<file path="src/rtl/core/utf8_stream_decoder_assert.svh">
// Assertion macros for the UTF-8 stream decoder.
`ifndef UTF8_STREAM_DECODER_ASSERT_SVH
`define UTF8_STREAM_DECODER_ASSERT_SVH

// Same-cycle implication, checked outside reset.
`define UTF8SD_ASSERT_NOW(label, ante, cons) \
  label: assert property (@(posedge clk) disable iff (rst) (ante) |-> (cons)) \
    else $error("utf8 decoder check failed");

// Next-cycle implication, checked outside reset.
`define UTF8SD_ASSERT_NEXT(label, ante, cons) \
  label: assert property (@(posedge clk) disable iff (rst) (ante) |=> (cons)) \
    else $error("utf8 decoder check failed");

`endif

</file>
<file path="src/rtl/core/utf8sd_pkg.sv">
// Shared types and constants for the UTF-8 stream decoder.
package utf8sd_pkg;

  localparam int unsigned CpWidth   = 31;
  localparam int unsigned ByteWidth = 8;
  localparam int unsigned LeftWidth = 3;

  typedef enum logic [1:0] {
    ST_OK       = 2'd0,
    ST_BAD_LEAD = 2'd1,
    ST_END      = 2'd2
  } status_t;

  // Lead byte classification.
  typedef struct packed {
    logic                 is_ascii;
    logic                 invalid;
    logic [LeftWidth-1:0] left;
    logic [4:0]           pay;
  } lead_t;

  // One step's result.
  typedef struct packed {
    logic               emit;
    logic [CpWidth-1:0] cp;
    status_t            st;
  } result_t;

endpackage

</file>
<file path="src/rtl/core/utf8sd_lead_dec.sv">
// Lead byte decoder: continuation byte count and payload bits.
module utf8sd_lead_dec
  import utf8sd_pkg::*;
(
  input  logic [ByteWidth-1:0] lead,
  output lead_t                info
);

  always_comb begin
    info = '0;
    if (!lead[7]) begin
      info.is_ascii = 1'b1;
    end else if (lead[6:5] == 2'b10) begin
      info.left = 3'd1;
      info.pay  = lead[4:0];
    end else if (lead[6:4] == 3'b110) begin
      info.left = 3'd2;
      info.pay  = {1'b0, lead[3:0]};
    end else if (lead[6:3] == 4'b1110) begin
      info.left = 3'd3;
      info.pay  = {2'b00, lead[2:0]};
    end else if (lead[6:2] == 5'b11110) begin
      info.left = 3'd4;
      info.pay  = {3'b000, lead[1:0]};
    end else if (lead[6:1] == 6'b111110) begin
      info.left = 3'd5;
      info.pay  = {4'b0000, lead[0]};
    end else begin
      // 10xxxxxx, 0xFE and 0xFF
      info.invalid = 1'b1;
    end
  end

endmodule

</file>
<file path="src/rtl/core/utf8sd_core.sv">
// Decoder state and single-step update.
module utf8sd_core
  import utf8sd_pkg::*;
(
  input  logic                 clk,
  input  logic                 rst,
  input  logic                 step,
  input  logic [ByteWidth-1:0] data,
  input  logic                 eoi,
  output result_t              res
);

  logic [CpWidth-1:0]   accumulator;
  logic [CpWidth-1:0]   accumulator_next;
  logic [LeftWidth-1:0] bytes_left;
  logic [LeftWidth-1:0] bytes_left_next;
  logic [CpWidth-1:0]   shifted;
  lead_t                lead;

  utf8sd_lead_dec u_lead (
    .lead (data),
    .info (lead)
  );

  assign shifted = {accumulator[CpWidth-7:0], data[5:0]};

  always_comb begin
    accumulator_next = accumulator;
    bytes_left_next  = bytes_left;
    res              = '{emit: 1'b0, cp: '0, st: ST_OK};
    if (eoi) begin
      accumulator_next = '0;
      bytes_left_next  = '0;
      res              = '{emit: 1'b1, cp: '0, st: ST_END};
    end else if (bytes_left != '0) begin
      bytes_left_next = bytes_left - 3'd1;
      if (bytes_left == 3'd1) begin
        accumulator_next = '0;
        res              = '{emit: 1'b1, cp: shifted, st: ST_OK};
      end else begin
        accumulator_next = shifted;
      end
    end else if (lead.is_ascii) begin
      res = '{emit: 1'b1, cp: {{(CpWidth-7){1'b0}}, data[6:0]}, st: ST_OK};
    end else if (lead.invalid) begin
      accumulator_next = '0;
      bytes_left_next  = '0;
      res              = '{emit: 1'b1, cp: '0, st: ST_BAD_LEAD};
    end else begin
      accumulator_next = {{(CpWidth-5){1'b0}}, lead.pay};
      bytes_left_next  = lead.left;
    end
  end

  always_ff @(posedge clk) begin
    if (rst) begin
      accumulator <= '0;
      bytes_left  <= '0;
    end else if (step) begin
      accumulator <= accumulator_next;
      bytes_left  <= bytes_left_next;
    end
  end

endmodule

</file>
<file path="src/rtl/core/utf8_stream_decoder.sv">
// Path: input register, one decode step, output register; out_stall can hold a byte.
// Throughput: one byte per cycle while out_stall does not hold the output register.
// in_stall rises only while the output register holds an untaken result.
// Reset (rst, synchronous, active high) clears the partial sequence and both valids.
// Top level of the UTF-8 stream decoder.
`include "utf8_stream_decoder_assert.svh"

module utf8_stream_decoder
  import utf8sd_pkg::*;
(
  input  logic                 clk,
  input  logic                 rst,
  input  logic                 in_valid,
  output logic                 in_stall,
  input  logic [ByteWidth-1:0] byte_in,
  input  logic                 end_of_input,
  output logic                 out_valid,
  input  logic                 out_stall,
  output logic [CpWidth-1:0]   code_point,
  output logic [1:0]           status
);

  logic                 s1_valid;
  logic [ByteWidth-1:0] s1_byte;
  logic                 s1_eoi;
  logic                 fire;
  logic                 take;
  result_t              res;
  status_t              status_r;

  // Step the decoder when the output register is free or being drained.
  assign fire     = s1_valid && (!out_valid || !out_stall);
  assign in_stall = s1_valid && !fire;
  assign take     = in_valid && !in_stall;

  always_ff @(posedge clk) begin
    if (rst) begin
      s1_valid <= 1'b0;
    end else if (take) begin
      s1_valid <= 1'b1;
    end else if (fire) begin
      s1_valid <= 1'b0;
    end
  end

  always_ff @(posedge clk) begin
    if (take) begin
      s1_byte <= byte_in;
      s1_eoi  <= end_of_input;
    end
  end

  utf8sd_core u_core (
    .clk  (clk),
    .rst  (rst),
    .step (fire),
    .data (s1_byte),
    .eoi  (s1_eoi),
    .res  (res)
  );

  always_ff @(posedge clk) begin
    if (rst) begin
      out_valid <= 1'b0;
    end else if (fire) begin
      out_valid <= res.emit;
    end else if (!out_stall) begin
      out_valid <= 1'b0;
    end
  end

  always_ff @(posedge clk) begin
    if (fire && res.emit) begin
      code_point <= res.cp;
      status_r   <= res.st;
    end
  end

  assign status = status_r;

  `UTF8SD_ASSERT_NOW(a_err_cp_zero, out_valid && (status_r != ST_OK), code_point == '0)
  `UTF8SD_ASSERT_NEXT(a_eoi_result, fire && s1_eoi, out_valid && (status_r == ST_END))
  `UTF8SD_ASSERT_NOW(a_no_stall_when_empty, !out_valid, !in_stall)

endmodule
</file>
<file path="config.mk">
export PLATFORM = sky130hd
export DESIGN_NAME = utf8_stream_decoder
export DESIGN_NICKNAME = d
export VERILOG_FILES = /design/src/rtl/core/utf8sd_pkg.sv /design/src/rtl/core/utf8sd_lead_dec.sv /design/src/rtl/core/utf8sd_core.sv /design/src/rtl/core/utf8_stream_decoder.sv
export VERILOG_INCLUDE_DIRS = /design/src /design/src/rtl/core
export SDC_FILE = /design/constraint.sdc
export NUM_CORES = 1
export LEC_CHECK = 0
export BUFFER_PORTS_ARGS = -buffer_cell sky130_fd_sc_hd__buf_2
export CAP_MARGIN = 20
export CORE_MARGIN = 2
export CORE_UTILIZATION = 49
export CTS_CLUSTER_DIAMETER = 60
export DETAILED_ROUTE_END_ITERATION = 10
export GPL_ROUTABILITY_DRIVEN = 0
export PLACE_DENSITY = 0.69
export SYNTH_ARGS = -nofsm -noshare
export SYNTH_HDL_FRONTEND = slang
export SYNTH_SLANG_ARGS = --single-unit
</file>
<file path="constraint.sdc">
create_clock -name clk -period 4.8 [get_ports clk]
set_input_delay 0.96 -clock clk [delete_from_list [all_inputs] [get_ports clk]]
set_output_delay 0.96 -clock clk [all_outputs]
set_load 0.05 [all_outputs]
</file>
==> results of run 1 <==
how the worst max path moves through the flow:
| stage | start | end | slack [ps] | cells after the start |
|---|---|---|---|---|
| floorplan | out_stall | code_point[0] | 1700 | 3 |
| global placement | out_stall | u_core.accumulator[5] | 2140 | 5 |
| detailed placement | out_stall | in_stall | 2300 | 3 |
| CTS | out_stall | in_stall | 2300 | 3 |
| global route | out_stall | in_stall | 2270 | 3 |
| finish | out_stall | in_stall | 2310 | 3 |
through the flow:
| step | area (um2) | std cells | total power, uW | hold slack [ps] | util [%] |
|---|---|---|---|---|---|
| after floorplan | 2850 | 238 | 769 | 436 | - |
| after global placement | 3130 | 342 | 792 | 445 | 56.1 |
| after detailed placement | 3140 | 343 | 794 | 458 | 56.3 |
| after CTS | 3380 | 359 | 1360 | 468 | 60.7 |
| after global routing | 3400 | 360 | 1390 | 482 | 61.0 |
| final | 3400 | 360 | 1350 | 463 | 61.0 |
cell type report:
class,instances,area (um2),share of cell area (%)
multi-input cells,142,903,26.6
inverters,8,30.0,0.884
flip-flops and latches,72,1860,54.8
clock buffers,9,124,3.65
clock inverters,7,120,3.53
repair buffers,50,269,7.92
well taps,72,90.1,2.65
logic make-up (layout without fill, tap and decap cells):
group	after synthesis	in the layout	synth area share (%)
compound gates	54	54	14.1
buf+inv	24	74	3.91
simple gates	85	85	15.3
fa+ha+maj	3	3	1.32
flops	72	72	65.4
power breakdown:
group	total (uW)	internal, uW	switching (uW)	leakage, uW
registers	683	671	12.1	0.000653
logic	97.6	23.9	73.7	0.000528
clock network	568	346	223	0.000119
total	1350	1040	308	0.00130
critical path, cell delays in order:
cell and delay (ps):
buf_2 100, and3_1 200, buf_2 270
registers in the layout (all words and copies together) (netlist names):
signal / cells
s1_byte: 8
status: 2
u_core.bytes_left: 3
code_point: 31
s1_valid: 1
u_core.accumulator: 25
out_valid: 1
s1_eoi: 1
per-layer routing:
layer	global-route usage [%]	part of all wire, %	vias up
li1	-	-	952
met1	21.1	46	882
met2	24.3	47	58
met3	3.93	4.8	13
met4	12.0	3.2	0
met5	0	0	-
synth_stat cells, types with 2 or more instances:
cell type | number | share of area (%)
edfxtp_1 | 42 | 44
and2_1 | 30 | 6.6
dfxtp_1 | 30 | 21
nor2_1 | 25 | 3.3
a22oi_1 | 20 | 5.3
a21oi_1 | 11 | 1.9
nand2_1 | 11 | 1.5
clkbuf_1 | 8 | 1.1
inv_1 | 8 | 1.1
buf_2 | 5 | 0.88
nand2b_1 | 4 | 0.88
nand3_1 | 4 | 0.70
a2111o_1 | 3 | 1.2
a211oi_1 | 3 | 0.79
ha_1 | 3 | 1.3
nor3_1 | 3 | 0.53
a211o_1 | 2 | 0.62
a31oi_1 | 2 | 0.44
a41oi_1 | 2 | 0.62
and3_1 | 2 | 0.44
buf_4 | 2 | 0.53
nor2b_1 | 2 | 0.44
==> impl_metrics.tcl, run 1 <==
set metrics [dict create \
    status "finished clean" \
    hold_viol 0 \
    hold_class "reg2reg" \
    via_per_inst 5.29 \
    setup_viol 0 \
    max-vdd-ir-drop_uv 229 \
    grt_antenna_before_repair 0 \
    clk_path_buf_depth 2 \
    cts_buffers 9 \
    critPathKind "in2out" \
    routed-via-count 1905 \
    grt_overflow 0 \
    hold_start "u_core.bytes_left[1]" \
    reg2reg_depth 7 \
    synth_edf_count 42 \
    slew_headroom_pct 32.5 \
    worst_ep_arrival_time_ps 1530 \
    die_area_um2 6430 \
    cts.sinks 72 \
    clk_pin_slew_ps 70 \
    reg2reg_slack_ps 2560 \
    die_w_um 80.2 \
    ctsResizeCount 0 \
    holdPathEnd "u_core.bytes_left[1]" \
    final_nets 299 \
    synth_ff_type "edfxtp_1" \
    layout_setup_ws_ps 2310 \
    dpl_worst_slack_ps 2300 \
    post-route-period-util_pct 51.9 \
    maxCapViolations 0 \
    ys_ff_latch 72 \
    syn_nets 254 \
    mostFrequentLayoutCells "buf_2 (47), edfxtp_1 (42), and2_1 (30), dfxtp_1 (30), nor2_1 (24)" \
    fillers 469 \
    avgSynthCellArea_um2 12.0 \
    cp-start-kind "input pin" \
    drt_pass1_iterations 4 \
    grt_pass1_vias 1651 \
    skew_ps 10.7 \
    holdPathStages 2 \
    layout-drive-gt1-share_pct 25.0 \
    slew_violations 0 \
    syn-cell-area_um2 2850 \
    die_h_um 80.2 \
    fin_setup_tns_ps 0 \
    routed_wl_um 4880 \
    r2r-end "u_core.bytes_left[0]" \
    r2r-start "u_core.bytes_left[0]" \
    routedWlPerCell_um 13.5 \
    drt_iter0_drc 107 \
    clk_latency_ps 350 \
    final_common_cell "buf_2" \
    ys_types 38 \
    rows 27 \
    rsz0062_at_grt "no" \
    cts_tree "yes" \
    ios 48 \
    layout_min_cycle_time_ps 2490 \
    drc 0 \
    place_hpwl_um 3200 \
    endpoint_kind "output port" \
    drtAntennaViolNets 0 \
    grt_pass1_wl_um 7770 \
    core_area_um2 5570 \
    holdBufCountCts 0 \
    power_leakage_uw 0.00130 \
    p_per_area_nw_per_um2 397 \
    cts-root-buf "clkbuf_8" \
    grt_max_degree 34 \
    worst-path-max-fanout 3 \
    grt_use_total_pct 16.5 \
    diodes 0 \
    h-tree-depth 3 \
    worst_slew_pin_slew_ps 1010 \
    critPathRequiredTime_ps 3840 \
    initial_core_util_pct 51.1 \
    syn_to_final_growth_pct 19.4 \
    syn-instance-count 238 \
    async_flop_share_pct 0 \
    yosysSeqAreaShare_pct 65.4 \
    synth_warnings 0 \
    cts_setup_buffers 0 \
    port_buffers 47 \
    fmax_ghz 0.402 \
]
(Power assumes the default switching activity.)
==> run 2, diff against run 1 <==
==> constraint.sdc (replaced) <==
create_clock -name clk -period 2.4 [get_ports clk]
set_input_delay 0.48 -clock clk [delete_from_list [all_inputs] [get_ports clk]]
set_output_delay 0.48 -clock clk [all_outputs]
set_load 0.05 [all_outputs]
==> impl_metrics.tcl, run 2 (synthesis gave the netlist of run 1 again) <==
set metrics [dict create \
    slew_headroom_pct 53.4 \
    regMostFlops "code_point" \
    holdBufCountCts 0 \
    ctsResizeCount 0 \
    fillers 466 \
    clk_pin_slew_ps 70 \
    clk_path_buf_depth 2 \
    critPathKind "reg2reg" \
    grt_pass1_vias 1770 \
    hold_ws_ps 316 \
    p_per_area_nw_per_um2 732 \
    placedCellCount 347 \
    worst_ep_arrival_time_ps 2420 \
    mostFrequentLayoutCells "buf_2 (47), edfxtp_1 (42), and2_1 (30), dfxtp_1 (30), nor2_1 (24)" \
    layout_top_registers "code_point x31, u_core.accumulator x25, s1_byte x8" \
    post-route-period-util_pct 89.4 \
    largest_register_ff_count 31 \
    drtAntennaViolNets 0 \
    final_common_cell "buf_2" \
    die_w_um 80.2 \
    via_per_inst 5.22 \
    fin_setup_tns_ps 0 \
    routed-via-count 1900 \
    cts-root-buf "clkbuf_8" \
    critPathRequiredTime_ps 2670 \
    grt_use_total_pct 17.3 \
    rsz0062_at_grt "no" \
    ios 48 \
    skew_ps 8.78 \
    grt_max_degree 34 \
    drc 0 \
    h-tree-depth 3 \
    diodes 0 \
    maxCapViolations 0 \
    power_leakage_uw 0.00129 \
    cts.sinks 72 \
    cts_buffers 9 \
    setup_viol 0 \
    drt_pass1_iterations 4 \
    clk_latency_ps 340 \
    grt_pass1_wl_um 8370 \
    hold_viol 0 \
    endpoint_kind "flip-flop" \
    port_buffers 47 \
    cts_setup_buffers 0 \
    fmax_ghz 0.466 \
    max-vdd-ir-drop_uv 454 \
    cp-start-kind "flip-flop" \
    rows 27 \
    worst-path-max-fanout 14 \
    place_hpwl_um 3310 \
    drt_iter0_drc 103 \
    initial_core_util_pct 51.1 \
    layout-drive-gt1-share_pct 25.3 \
    grt_overflow 0 \
    finalNonFillerCells 364 \
    worst_slew_pin_slew_ps 698 \
    final_nets 303 \
    core_area_um2 5570 \
    routedWlPerCell_um 13.9 \
    syn_to_final_growth_pct 18.6 \
    grt_antenna_before_repair 0 \
    layout_min_cycle_time_ps 2150 \
    slew_violations 0 \
    die_area_um2 6430 \
    routed_wl_um 5070 \
    cts_tree "yes" \
    die_h_um 80.2 \
    status "finished clean" \
    hold_class "in2reg" \
]
## run 2: cell types whose count changed in the layout (fill, tap and decap cells not counted)
cell	change
clkinv_2	+1
clkinv_4	-1
clkbuf_1	+1
clkinv_1	+1
buf_8	-1
bufinv_16	-2
buf_12	+1
buf_4	+4
## run 2: cell type report
type / count / area, um2 / area share, %
multi-input cells: 142 / 903 / 26.8
inverters: 8 / 30.0 / 0.889
well taps: 72 / 90.1 / 2.67
repair buffers: 54 / 304 / 9.00
clock inverters: 6 / 60.1 / 1.78
clock buffers: 10 / 128 / 3.78
flip-flops and latches: 72 / 1860 / 55.1
## run 2: per-stage QoR
step	cell area, um2	util [%]	setup slack, ps	total power (uW)
6_report	3380	60.6	254	2470
5_1_grt	3380	60.6	83.1	2560
4_1_cts	3370	60.4	133	2490
3_5_place_dp	3180	57.0	155	1600
3_3_place_gp	3180	57.0	257	1600
2_1_floorplan	2850	-	23.4	1540
## run 2: path summary, 6_finish.rpt
| path | start | to | slack, ps | cells past startpoint |
|---|---|---|---|---|
| hold reg to reg | u_core.bytes_left[1] | u_core.bytes_left[1] | 460 | 2 |
| setup / recovery | u_core.bytes_left[0] | u_core.accumulator[13] | 250 | 7 |
| setup reg to reg | u_core.bytes_left[0] | u_core.accumulator[13] | 250 | 7 |
| hold / removal | byte_in[2] | s1_byte[2] | 320 | 1 |
## run 2: power by group
group          internal [uW]  switching, uW
clock network            474            425
logic                   52.9            153
registers               1340           23.3
## run 2: critical path: stages, from the launching register on
cell	delay (ps)
dfxtp_1	350
inv_1	90
ha_1	300
nand2b_1	210
o311ai_4	630
buf_4	290
a22oi_1	100
nor2_1	110
## run 2: metal layers
metal	wire length [um]	share of wire [%]	GRT usage [%]	vias up
met4	125	2.5	10.3	0
met5	0	0	0	-
li1	-	-	-	956
met2	2430	48	27.2	57
met3	229	4.5	3.48	12
met1	2290	45	22.2	875
